===== src/sv/srcs_pkg.sv =====
// Shared types, operation codes and register indexes for the split-read clip screen.
package srcs_pkg;

   // CIGAR operation codes used by the screen
   localparam logic [3:0] OP_MATCH = 4'd0;
   localparam logic [3:0] OP_DEL   = 4'd2;
   localparam logic [3:0] OP_SOFT  = 4'd4;
   localparam logic [3:0] OP_HARD  = 4'd5;

   // Configuration register indexes
   localparam int CSR_IDX_W = 2;
   localparam logic [CSR_IDX_W-1:0] CSR_MIN_CLIPPING      = 2'd0;
   localparam logic [CSR_IDX_W-1:0] CSR_MIN_MAP_QUALITY   = 2'd1;
   localparam logic [CSR_IDX_W-1:0] CSR_MIN_UNCLIPPED_LEN = 2'd2;
   localparam int CSR_DATA_W = 16;

   // Reset values of the configuration registers
   localparam logic [15:0] RST_MIN_CLIPPING      = 16'd0;
   localparam logic [7:0]  RST_MIN_MAP_QUALITY   = 8'd20;
   localparam logic [15:0] RST_MIN_UNCLIPPED_LEN = 16'd500;

   localparam logic [15:0] OP_INDEX_MAX = 16'hFFFF;

   typedef struct packed {
      logic [3:0]  cigar_op;
      logic [27:0] op_length;
      logic        first_op;
      logic        last_op;
      logic [7:0]  map_quality;
      logic [30:0] ref_position;
      logic [30:0] read_length;
      logic        reverse_strand;
   } req_type;

   typedef struct packed {
      logic [30:0] ref_start;
      logic [31:0] ref_end;
      logic [27:0] left_clip;
      logic [27:0] right_clip;
      logic        strand_out;
      logic        report;
   } rsp_type;

   typedef struct packed {
      logic [15:0] min_clipping;
      logic [7:0]  min_map_quality;
      logic [15:0] min_unclipped_len;
   } cfg_type;

   // One finished record, handed from the tracker to the screen stage
   typedef struct packed {
      logic [30:0] ref_position;
      logic [31:0] span;
      logic [27:0] left_clip;
      logic [27:0] right_clip;
      logic [30:0] read_length;
      logic [7:0]  map_quality;
      logic        reverse_strand;
   } rec_type;

endpackage


===== src/sv/srcs_track.sv =====
// Per-record CIGAR tracker: span sum, clip capture and finished-record register.
module srcs_track (
   input  logic             clock,
   input  logic             reset,
   input  logic             req_accept,
   input  srcs_pkg::req_type req_data,
   input  logic             rec_take,
   output logic             rec_valid,
   output srcs_pkg::rec_type rec_data
);

   logic [15:0] op_index_ff, op_index_in;
   logic        first_hard_ff, first_hard_in;
   logic [27:0] left_ff, left_in;
   logic [3:0]  prev_op_ff, prev_op_in;
   logic [27:0] prev_len_ff, prev_len_in;
   logic [31:0] span_ff, span_in;
   logic        rec_valid_ff, rec_valid_in;
   srcs_pkg::rec_type rec_ff, rec_in;

   logic [15:0] idx;
   logic        idx0;
   logic        base_hard;
   logic [27:0] base_left;
   logic [31:0] base_span;
   logic        new_hard;
   logic [27:0] new_left;
   logic [32:0] span_sum;
   logic [31:0] new_span;
   logic [27:0] right;
   logic [15:0] hard_ext;

   always_comb begin
      idx       = req_data.first_op ? 16'd0 : op_index_ff;
      idx0      = (idx == 16'd0);
      base_hard = idx0 ? 1'b0 : first_hard_ff;
      base_left = idx0 ? 28'd0 : left_ff;
      base_span = idx0 ? 32'd0 : span_ff;

      new_hard = idx0 ? (req_data.cigar_op == srcs_pkg::OP_HARD) : base_hard;
      if (idx0 && req_data.cigar_op == srcs_pkg::OP_SOFT) begin
         new_left = req_data.op_length;
      end else if (idx == 16'd1 && base_hard && req_data.cigar_op == srcs_pkg::OP_SOFT) begin
         new_left = req_data.op_length;
      end else begin
         new_left = base_left;
      end

      span_sum = {1'b0, base_span} + {5'd0, req_data.op_length};
      if (req_data.cigar_op == srcs_pkg::OP_MATCH || req_data.cigar_op == srcs_pkg::OP_DEL) begin
         new_span = span_sum[32] ? 32'hFFFF_FFFF : span_sum[31:0];
      end else begin
         new_span = base_span;
      end

      // right clip only from an operation past the one that gave the left clip
      hard_ext = {15'd0, new_hard};
      right    = 28'd0;
      if (idx > hard_ext) begin
         if (req_data.cigar_op == srcs_pkg::OP_HARD) begin
            if (idx > hard_ext + 16'd1 && prev_op_ff == srcs_pkg::OP_SOFT) begin
               right = prev_len_ff;
            end
         end else if (req_data.cigar_op == srcs_pkg::OP_SOFT) begin
            right = req_data.op_length;
         end
      end
   end

   always_comb begin
      op_index_in   = op_index_ff;
      first_hard_in = first_hard_ff;
      left_in       = left_ff;
      prev_op_in    = prev_op_ff;
      prev_len_in   = prev_len_ff;
      span_in       = span_ff;
      rec_valid_in  = rec_valid_ff && !rec_take;
      rec_in        = rec_ff;
      if (req_accept) begin
         if (req_data.last_op) begin
            op_index_in   = 16'd0;
            first_hard_in = 1'b0;
            left_in       = 28'd0;
            prev_op_in    = 4'd0;
            prev_len_in   = 28'd0;
            span_in       = 32'd0;
            rec_valid_in  = 1'b1;
            rec_in.ref_position   = req_data.ref_position;
            rec_in.span           = new_span;
            rec_in.left_clip      = new_left;
            rec_in.right_clip     = right;
            rec_in.read_length    = req_data.read_length;
            rec_in.map_quality    = req_data.map_quality;
            rec_in.reverse_strand = req_data.reverse_strand;
         end else begin
            op_index_in   = (idx < srcs_pkg::OP_INDEX_MAX) ? idx + 16'd1 : srcs_pkg::OP_INDEX_MAX;
            first_hard_in = new_hard;
            left_in       = new_left;
            prev_op_in    = req_data.cigar_op;
            prev_len_in   = req_data.op_length;
            span_in       = new_span;
         end
      end
   end

   always_ff @(posedge clock) begin
      if (reset) begin
         op_index_ff   <= 16'd0;
         first_hard_ff <= 1'b0;
         left_ff       <= 28'd0;
         prev_op_ff    <= 4'd0;
         prev_len_ff   <= 28'd0;
         span_ff       <= 32'd0;
         rec_valid_ff  <= 1'b0;
      end else begin
         op_index_ff   <= op_index_in;
         first_hard_ff <= first_hard_in;
         left_ff       <= left_in;
         prev_op_ff    <= prev_op_in;
         prev_len_ff   <= prev_len_in;
         span_ff       <= span_in;
         rec_valid_ff  <= rec_valid_in;
      end
      rec_ff <= rec_in;
   end

   assign rec_valid = rec_valid_ff;
   assign rec_data  = rec_ff;

endmodule


===== src/sv/srcs_screen.sv =====
// Record screen: reference end, aligned length test and the result register.
module srcs_screen (
   input  logic              clock,
   input  logic              reset,
   input  srcs_pkg::cfg_type cfg,
   input  logic              rec_valid,
   input  srcs_pkg::rec_type rec_data,
   output logic              rec_take,
   output logic              rsp_valid,
   input  logic              rsp_ready,
   output srcs_pkg::rsp_type rsp_data
);

   logic              rsp_valid_ff, rsp_valid_in;
   srcs_pkg::rsp_type rsp_ff, rsp_in;

   logic [32:0]        end_sum;
   logic signed [32:0] aligned;
   logic               len_ok;
   logic               clip_ok;
   logic               qual_ok;
   logic               advance;

   always_comb begin
      end_sum = {2'd0, rec_data.ref_position} + {1'b0, rec_data.span};
      aligned = $signed({2'd0, rec_data.read_length})
              - $signed({5'd0, rec_data.left_clip})
              - $signed({5'd0, rec_data.right_clip});
      len_ok  = aligned >= $signed({17'd0, cfg.min_unclipped_len});
      clip_ok = (rec_data.left_clip > {12'd0, cfg.min_clipping})
             || (rec_data.right_clip > {12'd0, cfg.min_clipping});
      qual_ok = rec_data.map_quality >= cfg.min_map_quality;

      advance  = !rsp_valid_ff || rsp_ready;
      rec_take = rec_valid && advance;

      rsp_valid_in = advance ? rec_valid : rsp_valid_ff;
      rsp_in       = rsp_ff;
      if (rec_take) begin
         rsp_in.ref_start  = rec_data.ref_position;
         rsp_in.ref_end    = end_sum[32] ? 32'hFFFF_FFFF : end_sum[31:0];
         rsp_in.left_clip  = rec_data.left_clip;
         rsp_in.right_clip = rec_data.right_clip;
         rsp_in.strand_out = rec_data.reverse_strand;
         rsp_in.report     = qual_ok && len_ok && clip_ok;
      end
   end

   always_ff @(posedge clock) begin
      if (reset) begin
         rsp_valid_ff <= 1'b0;
      end else begin
         rsp_valid_ff <= rsp_valid_in;
      end
      rsp_ff <= rsp_in;
   end

   assign rsp_valid = rsp_valid_ff;
   assign rsp_data  = rsp_ff;

endmodule


===== src/sv/split_read_clip_screen.sv =====
// Each operation is folded into the record state in the cycle it transfers; a record's last one
// fills the finished-record register, then the screen stage registers the result. Throughput: one
// CIGAR operation per cycle while the finished-record register is free or drains that cycle.
// Reset (synchronous, active high) clears the record state and both stage valids and
// loads the thresholds with min_clipping 0, min_map_quality 20, min_unclipped_len 500.
module split_read_clip_screen (
   input  logic                                clock,
   input  logic                                reset,
   input  logic                                req_valid,
   output logic                                req_ready,
   input  srcs_pkg::req_type                   req_data,
   output logic                                rsp_valid,
   input  logic                                rsp_ready,
   output srcs_pkg::rsp_type                   rsp_data,
   input  logic                                csr_we,
   input  logic [srcs_pkg::CSR_IDX_W-1:0]      csr_index,
   input  logic [srcs_pkg::CSR_DATA_W-1:0]     csr_wdata
);

   // Threshold registers
   srcs_pkg::cfg_type cfg_ff, cfg_in;

   logic              req_accept;
   logic              rec_valid;
   logic              rec_take;
   srcs_pkg::rec_type rec_data;

   // Decode a write; an index past the register list is dropped.
   always_comb begin
      cfg_in = cfg_ff;
      if (csr_we) begin
         case (csr_index)
            srcs_pkg::CSR_MIN_CLIPPING:      cfg_in.min_clipping      = csr_wdata;
            srcs_pkg::CSR_MIN_MAP_QUALITY:   cfg_in.min_map_quality   = csr_wdata[7:0];
            srcs_pkg::CSR_MIN_UNCLIPPED_LEN: cfg_in.min_unclipped_len = csr_wdata;
            default:                         cfg_in = cfg_ff;
         endcase
      end
   end

   always_ff @(posedge clock) begin
      if (reset) begin
         cfg_ff.min_clipping      <= srcs_pkg::RST_MIN_CLIPPING;
         cfg_ff.min_map_quality   <= srcs_pkg::RST_MIN_MAP_QUALITY;
         cfg_ff.min_unclipped_len <= srcs_pkg::RST_MIN_UNCLIPPED_LEN;
      end else begin
         cfg_ff <= cfg_in;
      end
   end

   // Take an operation whenever the finished-record register is free or drains this
   // cycle; a stalled result output backs up through that register only.
   assign req_ready  = !rec_valid || rec_take;
   assign req_accept = req_valid && req_ready;

   // Fold each transfer into the running record; hold the finished record for the screen.
   srcs_track u_track (
      .clock      (clock),
      .reset      (reset),
      .req_accept (req_accept),
      .req_data   (req_data),
      .rec_take   (rec_take),
      .rec_valid  (rec_valid),
      .rec_data   (rec_data)
   );

   // Compute the end coordinate and the report flag, then register the result.
   srcs_screen u_screen (
      .clock     (clock),
      .reset     (reset),
      .cfg       (cfg_ff),
      .rec_valid (rec_valid),
      .rec_data  (rec_data),
      .rec_take  (rec_take),
      .rsp_valid (rsp_valid),
      .rsp_ready (rsp_ready),
      .rsp_data  (rsp_data)
   );

endmodule


===== config.mk =====
export PLATFORM = sky130hd
export DESIGN_NAME = split_read_clip_screen
export DESIGN_NICKNAME = d
export VERILOG_FILES = /design/src/sv/srcs_pkg.sv /design/src/sv/srcs_track.sv /design/src/sv/srcs_screen.sv /design/src/sv/split_read_clip_screen.sv
export SDC_FILE = /design/constraint.sdc
export NUM_CORES = 1
export LEC_CHECK = 0
export BUFFER_PORTS_ARGS = -buffer_cell sky130_fd_sc_hd__buf_2
export CORE_MARGIN = 3
export CORE_UTILIZATION = 64
export DETAILED_ROUTE_END_ITERATION = 7
export PLACE_DENSITY = 0.87
export REMOVE_ABC_BUFFERS = 1
export SYNTH_ARGS = -nofsm -noshare
export SYNTH_HDL_FRONTEND = slang
export SYNTH_SLANG_ARGS = --single-unit
export TNS_END_PERCENT = 30

===== constraint.sdc =====
create_clock -name clock -period 11.1 [get_ports clock]
set_input_delay 1.11 -clock clock [delete_from_list [all_inputs] [get_ports clock]]
set_output_delay 1.11 -clock clock [all_outputs]
set_load 0.05 [all_outputs]

==> results.py <==
metrics = {
    "outcome": {
        "outcome": "finished, final reports clean",
    },
    "hold_path": {
        "holdCritStartpoint": "u_track.rec_data[0]",
        "hold_class": "reg -> reg",
    },
    "worst_setup_path": {
        "crit_arrival_ns": 6.07,
        "path_class": "reg -> reg",
        "worstPathRequired_ns": 11.43,
        "cpMaxStageDelayCell": "or4_1",
        "cp_slowest_stage_delay_ns": 0.53,
        "cp_common_cell": "nor2_1",
        "cp_max_fo": 5,
        "start_kind": "flop",
        "cp_num_buf_inv": 0,
        "end_kind": "flop",
        "crit_path_start": "u_track.rec_data[68]",
        "path_cells": "ha_1, fa_1, nor2b_1, o31a_1, o21a_1, nor2_1, xnor2_1, ha_1, o21a_1, o211ai_1, a31oi_1, nor2_1, o21bai_1, xor2_1, ha_1, a211oi_1, nor2_1, nor3_1, nor2_1, or4_1, nor3_1, and4_1, a211oi_1",
        "reg2reg_from": "u_track.rec_data[68]",
        "path_delay_family": "compound AO/OA/AOI/OAI gates",
    },
    "place": {
        "gp_congestion": 0.944,
        "dp_hpwl_um": 46400,
        "portBuffers": 250,
        "placed_cell_area_um2": 24900,
    },
    "sta": {
        "setup_tns_ns": 0,
        "max_freq_mhz": 174,
        "worst_pin_slew_ns": 1.17,
        "setup_viol": 0,
        "hold_viol": 0,
        "maxSlewViolCount": 0,
        "period_minus_slack_ns": 5.73,
        "rsz0062_at_grt": "false",
        "max_slew_margin_pct": 21.9,
        "fin_skew_ns": 0.0277,
        "finalCritPeriodShare_pct": 51.7,
    },
    "global_route": {
        "antenna_found_initial": 4,
        "grt_pass1_wl_um": 102000,
        "grt_overflow": 0,
        "grt_start_max_net_pins": 105,
        "grt_pass1_vias": 18800,
        "grt_use_total_pct": 32.9,
    },
    "power": {
        "seqPwrFrac_pct": 45.1,
        "p_sw_mw": 1.12,
        "leakagePower_nw": 10.9,
        "powerDensity_nw_per_um2": 151,
        "swShare_pct": 28.1,
        "ir_drop_uv": 130,
        "pwr-share-comb_pct": 17.2,
        "clockPowerShare_pct": 37.7,
        "p_int_mw": 2.87,
    },
    "floorplan": {
        "die_area_um2": 38700,
        "die_w_um": 197,
        "floorplan.rows": 69,
        "core_um2": 35700,
        "initial_core_util_pct": 65.1,
        "die_height_um": 197,
        "io_pins": 251,
    },
    "synthesis": {
        "netlist_area_um2": 23300,
        "avgSynthCellArea_um2": 10.2,
        "synth_warnings": 0,
        "synth_cell_types": 95,
        "netlist.area_leader.share_pct": 36.1,
        "synth-seq-cells": 431,
        "yosys_most_used_dff": "edfxtp_1",
        "yosysMostFrequentCell": "edfxtp_1",
        "postSynth.asyncResetShare_pct": 0,
        "synth_edf_count": 280,
        "synth_cells": 2281,
        "yosysTopAreaCell": "edfxtp_1",
        "synth.area.top_cells": "edfxtp_1 (36%), dfxtp_1 (13%), ha_1 (9.5%), a21oi_1 (4.1%), nor2_1 (3.4%)",
        "synth_commonest_cells": "edfxtp_1 (280), nor2_1 (209), a21oi_1 (190)",
        "synth_seq_area_share_pct": 49.1,
    },
    "finish": {
        "finalInstanceArea_um2": 26400,
        "area_delta_synth_final_pct": 13.3,
        "nets": 2814,
        "drive_gt1_share_pct": 15.2,
    },
    "routing": {
        "route.vias.total": 19200,
        "viasPerCell": 6.39,
        "first_iter_violations": 1912,
        "drc": 0,
        "ant_nets": 0,
        "firstDrtPassIters": 5,
        "drt_wl_total_um": 64700,
        "wire_per_inst_um": 21.5,
    },
    "cts": {
        "cts_sinks": 431,
        "htreeDepth": 2,
        "ctsRootBufferMaster": "clkbuf_16",
        "cts_tree": "yes",
        "post_cts_resized": 0,
        "hold_buffers": 0,
        "worst_skew_pair.late_latency_ns": 0.59,
        "numCtsBuffers": 45,
        "postCtsSetupBuffers": 0,
        "clkSlewWorstSetupHoldPaths_ns": 0.06,
        "cts_buffer_depth": 3,
    },
    "job": {
        "cap_violations": 0,
    },
}
==> cells in the final DEF, fill, tap and decap left out, types with 35 or more instances in the layout <==
master	n
a22o_1	57
clkbuf_16	47
o21ai_0	100
edfxtp_1	280
nor3_1	36
inv_1	140
and2_1	35
dfxtp_1	151
xor2_1	37
xnor2_1	50
nand2_1	183
a21oi_1	190
ha_1	177
a21o_1	65
buf_2	249
nor2_1	206
a22oi_1	62
and3_1	44
==> state kept, by name (all words and copies together) (netlist names) <==
signal / count
u_track.prev_op_ff: 4
u_track.rec_data: 159
u_track.rec_valid: 1
u_track.span_ff: 32
u_track.prev_len_ff: 28
u_track.first_hard_ff: 1
u_track.left_ff: 28
cfg_ff: 40
u_track.op_index_ff: 16
u_screen.rsp_valid: 1
u_screen.rsp_data: 121
==> power groups by stage <==
stage	combinational (mW)	sequential [mW]	clock (mW)
after detailed placement	0.664	1.83	0
after floorplan	0.428	1.87	0
after global routing	0.753	1.80	1.58
after global placement	0.644	1.83	0
final	0.685	1.80	1.50
after CTS	0.675	1.80	1.52
==> area by class of cell <==
cell class / instances / area [µm²]
timing repair buffer: 267 / 1380
multi-input combinational: 1619 / 11000
clock inverter: 27 / 228
antenna: 1 / 2.50
tap: 461 / 577
fill: 2450 / 9370
clock buffer: 57 / 1240
sequential: 431 / 11400
inverter: 141 / 534
==> layer usage <==
| layer | global-route usage [%] | wire length [µm] | up-vias |
|---|---|---|---|
| li1 | - | - | 8850 |
| met1 | 43.6 | 26500 | 9226 |
| met2 | 54.6 | 30800 | 937 |
| met3 | 5.76 | 4900 | 182 |
| met4 | 12.6 | 2500 | 8 |
| met5 | 0 | 58 | - |
==> cells by family after synthesis <==
| group | Yosys count | synth area share, % |
|---|---|---|
| buffers and inverters | 231 | 3.94 |
| adders and majority gates | 181 | 9.86 |
| muxes | 11 | 0.473 |
| AOI/OAI and AO/OA | 672 | 19.5 |
| and+or+nand+nor | 668 | 13.8 |
| DFF | 431 | 49.1 |
| xor gates and xnor gates | 87 | 3.27 |
==> metrics by stage <==
step / worst slack [ns] / cells / util (%) / power [mW] / hold slack [ns]
CTS: 5.44 / 3003 / 73.8 / 3.99 / 0.457
global route: 4.99 / 3003 / 73.8 / 4.13 / 0.455
detailed placement: 5.57 / 2919 / 69.7 / 2.49 / 0.425
floorplan: 3.95 / 2191 / - / 2.30 / 0.400
global placement: 5.70 / 2919 / 69.7 / 2.47 / 0.419
finish: 5.37 / 3004 / 73.8 / 3.99 / 0.450
==> worst paths after layout <==
| path | end | slack [ns] | cells past startpoint |
|---|---|---|---|
| max | u_screen.rsp_data[0] | 5.37 | 23 |
| min | u_screen.rsp_data[1] | 0.45 | 0 |
| max reg2reg | u_screen.rsp_data[0] | 5.37 | 23 |
| min reg2reg | u_screen.rsp_data[1] | 0.45 | 0 |
(Power assumes the default switching activity.)
